<file path="src/pbd_pkg.sv">
// Shared types and constants for the pulse beat detector.
// Used by pbd_div and pulse_beat_detector; no dependencies.
`timescale 1ns / 1ps

package pbd_pkg;

  // Default number of intervals kept for the BPM average.
  localparam int HISTORY_DEPTH_DEF = 10;

  // Configuration register reset values.
  localparam logic [9:0]  DEF_THRESHOLD  = 10'd530;
  localparam logic [9:0]  DEF_SEED_LEVEL = 10'd512;
  localparam logic [11:0] DEF_REFRACTORY = 12'd250;
  localparam logic [12:0] DEF_TIMEOUT    = 13'd2500;

  // Detector constants.
  localparam logic [15:0] BPM_NUMERATOR = 16'd60000;
  localparam logic [15:0] INTERVAL_SEED = 16'd600;
  // Settle window for the seed interval: (600 / 5) * 3.
  localparam logic [15:0] SETTLE_SEED   = 16'd360;
  // x / 5 as (x * 52429) >> 18, exact for every 16-bit x.
  localparam logic [15:0] SETTLE_MUL    = 16'd52429;
  localparam int          SETTLE_SHIFT  = 18;

  // Configuration register indexes (byte address = 4 * index).
  localparam logic [1:0] REG_DEFAULT_THRESHOLD = 2'd0;
  localparam logic [1:0] REG_SEED_LEVEL        = 2'd1;
  localparam logic [1:0] REG_REFRACTORY_MS     = 2'd2;
  localparam logic [1:0] REG_TIMEOUT_MS        = 2'd3;

  typedef struct packed {
    logic [9:0] sample;
    logic [7:0] elapsed_ms;
  } pbd_in_t;

  typedef struct packed {
    logic [7:0]  bpm;
    logic        beat;
    logic        pulse;
    logic [15:0] interval_ms;
  } pbd_out_t;

  // Divider status toward the sequencer.
  typedef struct packed {
    logic busy;
    logic done;
  } pbd_div_st_t;

  typedef enum logic [2:0] {
    ST_IDLE,
    ST_GAP,
    ST_EVAL,
    ST_MEAN,
    ST_BPM,
    ST_DONE
  } pbd_state_t;

endpackage

</file>
<file path="src/pbd_div.sv">
// Restoring divider, one quotient bit per cycle, used by the sequencer.
// Depends on pbd_pkg for the status struct.
`timescale 1ns / 1ps

module pbd_div import pbd_pkg::*; #(
  parameter int W = 20
) (
  input  logic         clk,
  input  logic         rst_n,
  input  logic         start,
  input  logic [W-1:0] num,
  input  logic [W-1:0] den,
  output pbd_div_st_t  status,
  output logic [W-1:0] quo
);

  localparam int CNT_W = $clog2(W + 1);

  logic             busy_r;
  logic             done_r;
  logic [CNT_W-1:0] cnt_r;
  logic [W-1:0]     rem_r;
  logic [W-1:0]     quo_r;
  logic [W-1:0]     den_r;
  logic [W:0]       rem_sh;
  logic [W:0]       diff;

  assign rem_sh = {rem_r, quo_r[W-1]};
  assign diff   = rem_sh - {1'b0, den_r};

  always_ff @(posedge clk) begin
    if (!rst_n) begin
      busy_r <= 1'b0;
      done_r <= 1'b0;
      cnt_r  <= '0;
    end else begin
      done_r <= 1'b0;
      if (start) begin
        busy_r <= 1'b1;
        cnt_r  <= CNT_W'(W);
      end else if (busy_r) begin
        cnt_r <= cnt_r - 1'b1;
        if (cnt_r == CNT_W'(1)) begin
          busy_r <= 1'b0;
          done_r <= 1'b1;
        end
      end
    end
  end

  // Shift in one numerator bit, subtract when it fits.
  always_ff @(posedge clk) begin
    if (start) begin
      rem_r <= '0;
      quo_r <= num;
      den_r <= den;
    end else if (busy_r) begin
      if (diff[W]) begin
        rem_r <= rem_sh[W-1:0];
        quo_r <= {quo_r[W-2:0], 1'b0};
      end else begin
        rem_r <= diff[W-1:0];
        quo_r <= {quo_r[W-2:0], 1'b1};
      end
    end
  end

  assign status.busy = busy_r;
  assign status.done = done_r;
  assign quo         = quo_r;

endmodule

</file>
<file path="src/pulse_beat_detector.sv">
// Pulse beat detector: peak/trough tracking, adaptive threshold, BPM from
// the mean of the last HISTORY_DEPTH inter-beat intervals.
// Depends on pbd_pkg and pbd_div.
// An accepted sample passes ST_GAP, ST_EVAL and ST_DONE, and the result
// reaches the output register as ST_DONE returns to ST_IDLE; a counted beat
// also passes ST_MEAN and ST_BPM, where the divider forms 60000 / mean, and a
// counted beat that also times out passes ST_MEAN but skips the division. The
// input stalls until the result is in the output register, so a new sample is
// taken only after that, and ST_DONE also waits while the result channel holds
// back the previous result. Reset is synchronous and sets the control state to
// its reset values; the payload registers and the interval history have no reset.
`timescale 1ns / 1ps

module pulse_beat_detector import pbd_pkg::*; #(
  parameter int HISTORY_DEPTH = HISTORY_DEPTH_DEF
) (
  input  logic        clk,
  input  logic        rst_n,
  // sample channel
  input  logic        in_valid,
  output logic        in_stall,
  input  pbd_in_t     in_data,
  // result channel
  output logic        out_valid,
  input  logic        out_stall,
  output pbd_out_t    out_data,
  // configuration port
  input  logic        psel,
  input  logic        penable,
  input  logic        pwrite,
  input  logic [3:0]  paddr,
  input  logic [31:0] pwdata,
  output logic [31:0] prdata,
  output logic        pready
);

  // Sum of the history: D * 65535 must fit.
  localparam int SUM_W = 16 + $clog2(HISTORY_DEPTH);
  // The divider only forms 60000 / mean, both 16 bits.
  localparam int DIV_W = 16;
  // Mean as sum * ceil(2^MEAN_SH / D) >> MEAN_SH, exact for every SUM_W-bit sum.
  localparam int MEAN_SH = SUM_W + $clog2(HISTORY_DEPTH);
  localparam int PROD_W  = SUM_W + MEAN_SH + 1;
  localparam logic [63:0] MEAN_MUL_W =
    ((64'd1 << MEAN_SH) + 64'(HISTORY_DEPTH) - 64'd1) / 64'(HISTORY_DEPTH);
  localparam logic [MEAN_SH:0] MEAN_MUL = MEAN_MUL_W[MEAN_SH:0];

  // ---------------------------------------------------------------------
  // Configuration registers
  // ---------------------------------------------------------------------
  logic [9:0]  def_thr_r;
  logic [9:0]  seed_lvl_r;
  logic [11:0] refr_r;
  logic [12:0] tmo_r;
  logic        cfg_wr;

  assign pready = 1'b1;
  assign cfg_wr = psel && penable && pwrite && pready;

  always_ff @(posedge clk) begin
    if (!rst_n) begin
      def_thr_r  <= DEF_THRESHOLD;
      seed_lvl_r <= DEF_SEED_LEVEL;
      refr_r     <= DEF_REFRACTORY;
      tmo_r      <= DEF_TIMEOUT;
    end else if (cfg_wr) begin
      unique case (paddr[3:2])
        REG_DEFAULT_THRESHOLD: def_thr_r  <= pwdata[9:0];
        REG_SEED_LEVEL:        seed_lvl_r <= pwdata[9:0];
        REG_REFRACTORY_MS:     refr_r     <= pwdata[11:0];
        REG_TIMEOUT_MS:        tmo_r      <= pwdata[12:0];
      endcase
    end
  end

  always_comb begin
    unique case (paddr[3:2])
      REG_DEFAULT_THRESHOLD: prdata = {22'd0, def_thr_r};
      REG_SEED_LEVEL:        prdata = {22'd0, seed_lvl_r};
      REG_REFRACTORY_MS:     prdata = {20'd0, refr_r};
      REG_TIMEOUT_MS:        prdata = {19'd0, tmo_r};
    endcase
  end

  // ---------------------------------------------------------------------
  // Detector state
  // ---------------------------------------------------------------------
  pbd_state_t  state_r,      state_nxt;
  logic [31:0] time_r,       time_nxt;
  logic [31:0] last_beat_r,  last_beat_nxt;
  logic [31:0] gap_r,        gap_nxt;
  logic [9:0]  sample_r,     sample_nxt;
  logic [9:0]  peak_r,       peak_nxt;
  logic [9:0]  trough_r,     trough_nxt;
  logic [9:0]  thr_r,        thr_nxt;
  logic [15:0] interval_r,   interval_nxt;
  logic [15:0] settle_r,     settle_nxt;
  logic        in_pulse_r,   in_pulse_nxt;
  logic        first_r,      first_nxt;
  logic        second_r,     second_nxt;
  logic [7:0]  bpm_r,        bpm_nxt;
  logic        beat_r,       beat_nxt;
  logic        tmo_hit_r,    tmo_hit_nxt;
  logic [SUM_W-1:0] sum_r,   sum_nxt;
  logic        out_valid_r,  out_valid_nxt;
  pbd_out_t    out_data_r,   out_data_nxt;

  // Interval history: a shift line, oldest entry at index 0.
  logic [15:0] hist_r [HISTORY_DEPTH];
  logic        hist_seed;
  logic        hist_push;

  // BPM divider
  logic             div_start;
  logic [DIV_W-1:0] div_num;
  logic [DIV_W-1:0] div_den;
  logic [DIV_W-1:0] div_quo;
  pbd_div_st_t      div_st;

  pbd_div #(
    .W (DIV_W)
  ) u_div (
    .clk    (clk),
    .rst_n  (rst_n),
    .start  (div_start),
    .num    (div_num),
    .den    (div_den),
    .status (div_st),
    .quo    (div_quo)
  );

  // ---------------------------------------------------------------------
  // Per-sample evaluation, valid in ST_EVAL
  // ---------------------------------------------------------------------
  logic             s_lt_thr;
  logic             s_gt_thr;
  logic             gap_gt_settle;
  logic [9:0]       peak_mid;
  logic [9:0]       trough_mid;
  logic             beat_det;
  logic             pulse_end;
  logic             tmo_det;
  logic [15:0]      li_new;
  logic [SUM_W-1:0] sum_seed;
  logic [SUM_W-1:0] sum_roll;
  logic signed [11:0] amp_s;
  logic signed [11:0] half_s;
  logic signed [11:0] mid_s;
  logic [9:0]       mid_thr;
  // Settle window (interval / 5) * 3, formed in ST_GAP
  logic [31:0]      settle_prod;
  logic [13:0]      settle_q;
  logic [15:0]      settle_calc;
  // Mean interval, formed in ST_MEAN
  logic [PROD_W-1:0] mean_prod;
  logic [15:0]      mean_w;

  assign s_lt_thr      = sample_r < thr_r;
  assign s_gt_thr      = sample_r > thr_r;
  assign gap_gt_settle = gap_r > {16'd0, settle_r};

  assign trough_mid = (s_lt_thr && gap_gt_settle && sample_r < trough_r) ? sample_r : trough_r;
  assign peak_mid   = (s_gt_thr && sample_r > peak_r) ? sample_r : peak_r;

  assign beat_det = (gap_r > {20'd0, refr_r}) && s_gt_thr && !in_pulse_r && gap_gt_settle;
  // A beat means the sample is above threshold, so it never ends a pulse too.
  assign pulse_end = s_lt_thr && in_pulse_r;
  // The first beat ends the step before the timeout check.
  assign tmo_det   = (gap_r > {19'd0, tmo_r}) && !(beat_det && first_r);

  // Saturate the measured interval to 16 bits.
  assign li_new   = (|gap_r[31:16]) ? 16'hFFFF : gap_r[15:0];
  assign sum_seed = SUM_W'(li_new) * SUM_W'(HISTORY_DEPTH);
  assign sum_roll = sum_r - SUM_W'(hist_r[0]) + SUM_W'(li_new);

  // New threshold: trough + (peak - trough) / 2, truncating toward zero.
  assign amp_s  = $signed({2'b00, peak_mid}) - $signed({2'b00, trough_mid});
  assign half_s = (amp_s + $signed({11'd0, amp_s[11]})) >>> 1;
  assign mid_s  = half_s + $signed({2'b00, trough_mid});
  assign mid_thr = mid_s[11] ? 10'd0 : ((mid_s > 12'sd1023) ? 10'd1023 : mid_s[9:0]);

  // Reciprocal multiplications replace the constant divisions.
  assign settle_prod = {16'd0, interval_r} * {16'd0, SETTLE_MUL};
  assign settle_q    = settle_prod[SETTLE_SHIFT +: 14];
  assign settle_calc = {1'b0, settle_q, 1'b0} + {2'b00, settle_q};

  assign mean_prod = PROD_W'(sum_r) * PROD_W'(MEAN_MUL);
  assign mean_w    = mean_prod[MEAN_SH +: 16];

  // ---------------------------------------------------------------------
  // Sequencer
  // ---------------------------------------------------------------------
  always_comb begin
    state_nxt     = state_r;
    time_nxt      = time_r;
    last_beat_nxt = last_beat_r;
    gap_nxt       = gap_r;
    sample_nxt    = sample_r;
    peak_nxt      = peak_r;
    trough_nxt    = trough_r;
    thr_nxt       = thr_r;
    interval_nxt  = interval_r;
    settle_nxt    = settle_r;
    in_pulse_nxt  = in_pulse_r;
    first_nxt     = first_r;
    second_nxt    = second_r;
    bpm_nxt       = bpm_r;
    beat_nxt      = beat_r;
    tmo_hit_nxt   = tmo_hit_r;
    sum_nxt       = sum_r;
    out_data_nxt  = out_data_r;
    hist_seed     = 1'b0;
    hist_push     = 1'b0;
    div_start     = 1'b0;
    div_num       = BPM_NUMERATOR;
    div_den       = mean_w;

    // Drop the result once the downstream side takes it.
    out_valid_nxt = out_valid_r && out_stall;

    unique case (state_r)
      ST_IDLE: begin
        // Advance the time count as the sample is taken.
        if (in_valid) begin
          time_nxt   = time_r + 32'(in_data.elapsed_ms);
          sample_nxt = in_data.sample;
          state_nxt  = ST_GAP;
        end
      end

      ST_GAP: begin
        // The settle window comes from the interval before this sample.
        gap_nxt    = time_r - last_beat_r;
        settle_nxt = settle_calc;
        state_nxt  = ST_EVAL;
      end

      ST_EVAL: begin
        beat_nxt    = 1'b0;
        peak_nxt    = peak_mid;
        trough_nxt  = trough_mid;
        tmo_hit_nxt = tmo_det;
        state_nxt   = ST_DONE;

        if (beat_det) begin
          in_pulse_nxt  = 1'b1;
          interval_nxt  = li_new;
          last_beat_nxt = time_r;
          if (first_r) begin
            // Discard the first beat; only mark it.
            first_nxt  = 1'b0;
            second_nxt = 1'b1;
          end else begin
            second_nxt = 1'b0;
            beat_nxt   = 1'b1;
            if (second_r) begin
              hist_seed = 1'b1;
              sum_nxt   = sum_seed;
            end else begin
              hist_push = 1'b1;
              sum_nxt   = sum_roll;
            end
            state_nxt = ST_MEAN;
          end
        end

        if (pulse_end) begin
          in_pulse_nxt = 1'b0;
          thr_nxt      = mid_thr;
          peak_nxt     = mid_thr;
          trough_nxt   = mid_thr;
        end

        if (tmo_det) begin
          thr_nxt       = def_thr_r;
          peak_nxt      = seed_lvl_r;
          trough_nxt    = seed_lvl_r;
          last_beat_nxt = time_r;
          first_nxt     = 1'b1;
          second_nxt    = 1'b0;
          bpm_nxt       = 8'd0;
        end
      end

      ST_MEAN: begin
        if (tmo_hit_r) begin
          // Timeout already cleared bpm; skip the BPM division.
          state_nxt = ST_DONE;
        end else if (mean_w == '0) begin
          bpm_nxt   = 8'd255;
          state_nxt = ST_DONE;
        end else begin
          div_start = 1'b1;
          state_nxt = ST_BPM;
        end
      end

      ST_BPM: begin
        if (div_st.done) begin
          bpm_nxt   = (div_quo > DIV_W'(255)) ? 8'd255 : div_quo[7:0];
          state_nxt = ST_DONE;
        end
      end

      ST_DONE: begin
        // Hold until the output register is free.
        if (!out_valid_r || !out_stall) begin
          out_valid_nxt            = 1'b1;
          out_data_nxt.bpm         = bpm_r;
          out_data_nxt.beat        = beat_r;
          out_data_nxt.pulse       = in_pulse_r;
          out_data_nxt.interval_ms = interval_r;
          state_nxt                = ST_IDLE;
        end
      end

      default: state_nxt = ST_IDLE;
    endcase
  end

  always_ff @(posedge clk) begin
    if (!rst_n) begin
      state_r     <= ST_IDLE;
      time_r      <= '0;
      last_beat_r <= '0;
      peak_r      <= DEF_SEED_LEVEL;
      trough_r    <= DEF_SEED_LEVEL;
      thr_r       <= DEF_THRESHOLD;
      interval_r  <= INTERVAL_SEED;
      settle_r    <= SETTLE_SEED;
      in_pulse_r  <= 1'b0;
      first_r     <= 1'b1;
      second_r    <= 1'b0;
      bpm_r       <= '0;
      beat_r      <= 1'b0;
      tmo_hit_r   <= 1'b0;
      out_valid_r <= 1'b0;
    end else begin
      state_r     <= state_nxt;
      time_r      <= time_nxt;
      last_beat_r <= last_beat_nxt;
      peak_r      <= peak_nxt;
      trough_r    <= trough_nxt;
      thr_r       <= thr_nxt;
      interval_r  <= interval_nxt;
      settle_r    <= settle_nxt;
      in_pulse_r  <= in_pulse_nxt;
      first_r     <= first_nxt;
      second_r    <= second_nxt;
      bpm_r       <= bpm_nxt;
      beat_r      <= beat_nxt;
      tmo_hit_r   <= tmo_hit_nxt;
      out_valid_r <= out_valid_nxt;
    end
  end

  // Payload registers
  always_ff @(posedge clk) begin
    gap_r      <= gap_nxt;
    sample_r   <= sample_nxt;
    sum_r      <= sum_nxt;
    out_data_r <= out_data_nxt;
  end

  // History: fill on the seeding beat, otherwise shift in the newest interval.
  always_ff @(posedge clk) begin
    if (hist_seed) begin
      for (int i = 0; i < HISTORY_DEPTH; i++) begin
        hist_r[i] <= li_new;
      end
    end else if (hist_push) begin
      for (int i = 0; i < HISTORY_DEPTH - 1; i++) begin
        hist_r[i] <= hist_r[i+1];
      end
      hist_r[HISTORY_DEPTH-1] <= li_new;
    end
  end

  assign in_stall  = (state_r != ST_IDLE);
  assign out_valid = out_valid_r;
  assign out_data  = out_data_r;

  // ---------------------------------------------------------------------
  // Assertions
  // ---------------------------------------------------------------------
  a_out_from_done: assert property (@(posedge clk) disable iff (!rst_n)
    $rose(out_valid_r) |-> $past(state_r == ST_DONE))
    else $error("result appeared outside the done step");

  a_beat_in_pulse: assert property (@(posedge clk) disable iff (!rst_n)
    (out_valid_r && out_data_r.beat) |-> out_data_r.pulse)
    else $error("counted beat reported outside a pulse");

  a_div_owner: assert property (@(posedge clk) disable iff (!rst_n)
    div_st.busy |-> (state_r == ST_BPM))
    else $error("divider busy while the sequencer does not wait on it");

endmodule
</file>
<file path="config.mk">
export PLATFORM = sky130hd
export DESIGN_NAME = pulse_beat_detector
export DESIGN_NICKNAME = d
export VERILOG_FILES = /design/src/pbd_pkg.sv /design/src/pbd_div.sv /design/src/pulse_beat_detector.sv
export SDC_FILE = /design/constraint.sdc
export NUM_CORES = 2
export LEC_CHECK = 0
export ABC_AREA = 1
export BUFFER_PORTS_ARGS = -buffer_cell sky130_fd_sc_hd__buf_2
export CAP_MARGIN = 40
export CORE_MARGIN = 1
export CORE_UTILIZATION = 58
export DETAILED_ROUTE_END_ITERATION = 6
export PLACE_DENSITY = 0.76
export SLEW_MARGIN = 25
export SYNTH_ARGS = -nofsm -noshare
export SYNTH_HDL_FRONTEND = slang
export SYNTH_HIERARCHICAL = 1
export SYNTH_SLANG_ARGS = --single-unit
</file>
<file path="constraint.sdc">
create_clock -name clk -period 10.1 [get_ports clk]
set_input_delay 1.01 -clock clk [delete_from_list [all_inputs] [get_ports clk]]
set_output_delay 1.01 -clock clk [all_outputs]
set_load 0.01 [all_outputs]
</file>
==> results.toml <==
[floorplan]
row_count = 94
initial_core_util_pct = 59.0
die-height_um = 262
core_area_um2 = 66300
die_area_um2 = 68600
num_io_pins = 122
die_w_um = 262

[clock_network]
cts.repair.resized = 0
root_buffer = "clkbuf_16"
path_clk_slew_ns = 0.07
ctsHoldBuffers = 0
clk-insertion-delay-late_ns = 0.65
cts_tree = "done"
cts_sinks = 491
htreeDepth = 2
post-cts-setup-buffers = 0
clock_path_buffers = 3
cts_buffers = 52

[grt]
grt_overflow_total = 0
grt_start_max_net_pins = 112
antenna_found_initial = 0
grt_pass1_wl_um = 144000
first_global_vias = 28900
grt_use_total_pct = 26.1

[layout]
fin_nets = 5424
final_cell_mix = "inv_1, nand2_1, ha_1"
layout-drive-gt1-share_pct = 6.13
area_growth_pct = 8.05
layout_commonest_cell = "inv_1"
fin_cells = 5498

[critical_path]
path_common_cell = "fa_1"
critPathRequiredTime_ns = 10.34
crit_buf_inv = 5
arrival_ns = 9.25
crit_fanout = 38
crit_slowest_cell = "fa_1"
path_class = "reg2reg"
r2r-start = "sum_r[6]"
critPathTopFamily = "adder cells"
cp-end-kind = "register"
critical-path-max-stage-delay_ns = 0.55
crit_start = "sum_r[6]"
start_kind = "register"

[placement]
io_buffers = 80
routabilityCongestion = 0.949
dp_slack_ns = 1.19
hpwl_um = 69100
dp.cells = 5396

[drt]
via_count = 29800
ant_nets = 0
drc = 0
avgViaCountPerCell = 5.42
dr.pass1.iters = 5
drt_first_iter_violations = 2199
wl_per_cell_um = 16.1
routed_wl_um = 88600

[flow_run]
drv_cap = 0

[logic_synthesis]
synth_cells = 4514
syn_area_per_cell_um2 = 8.68
synth.cell_area_um2 = 39200
synth_warnings = 6

[timing]
rsz0062_at_grt = "false"
final-max-slew-violation-count = 0
fin_ws_ns = 1.09
clock_skew_ns = 0.0624
fin_crit_ns = 9.01
finalSetupViolations = 0
worst_pin_slew_ns = 0.834
fin_setup_tns_ns = 0
slew_headroom_pct = 44.4
clock.fmax_mhz = 111
finalCritPeriodShare_pct = 89.2
hold_violations = 0

[power_and_ir_drop]
p_leak_nw = 19.6
power_density_nw_per_um2 = 296
ir_drop_uv = 722

[status]
status = "complete, no violations"

[min_path]
min_from = "bpm_r[3]"
hold_path_class = "reg2reg"
per-stage QoR:
stage	util, %	total power (W)	instance area [um^2]	hold slack (ns)
after detailed placement	61.0	0.0104	40500	0.416
final	63.8	0.0125	42300	0.432
after floorplan	-	0.00875	39300	0.408
after global placement	60.9	0.0102	40400	0.414
after CTS	63.7	0.0125	42300	0.432
after global routing	63.8	0.0138	42300	0.442
registers in the layout, summed over array words and instances, names as in the netlist, 16 cells and up:
register,count
gap_r,32
hist_r,160
interval_r,16
last_beat_r,32
out_data,26
settle_r,16
sum_r,20
time_r,32
u_div/den_r,16
u_div/quo,16
u_div/rem_r,16
layer usage:
| metal | track usage, % | routed length [um] | vias to the layer above |
|---|---|---|---|
| li1 | - | - | 14900 |
| met4 | 9.56 | 3030 | 0 |
| met3 | 2.95 | 4740 | 152 |
| met5 | 0 | 0 | - |
| met2 | 43.3 | 41500 | 737 |
| met1 | 35.4 | 39300 | 14000 |
path summary, 6_finish.rpt:
kind | endpoint | slack [ns] | depth (start not counted)
max reg2reg | u_div/quo[12] | 1.09 | 27
max | u_div/quo[12] | 1.09 | 27
min | out_data[21] | 0.43 | 0
min reg2reg | out_data[21] | 0.43 | 0
power by group:
part	switching (W)	internal, W
Sequential	0.000187	0.00241
Combinational	0.00494	0.00301
Clock	0.000850	0.00113
Total	0.00598	0.00655
layout make-up:
class / instances / area (um^2)
Tap cell: 864 / 1080
Inverter: 846 / 3180
Fill cell: 5509 / 24000
Timing Repair Buffer: 108 / 687
Sequential cell: 491 / 12600
Multi-Input combinational cell: 3090 / 23000
Antenna cell: 1 / 2.50
Clock inverter: 27 / 340
Clock buffer: 71 / 1450
Note: power is estimated with default switching activity, not from simulation.
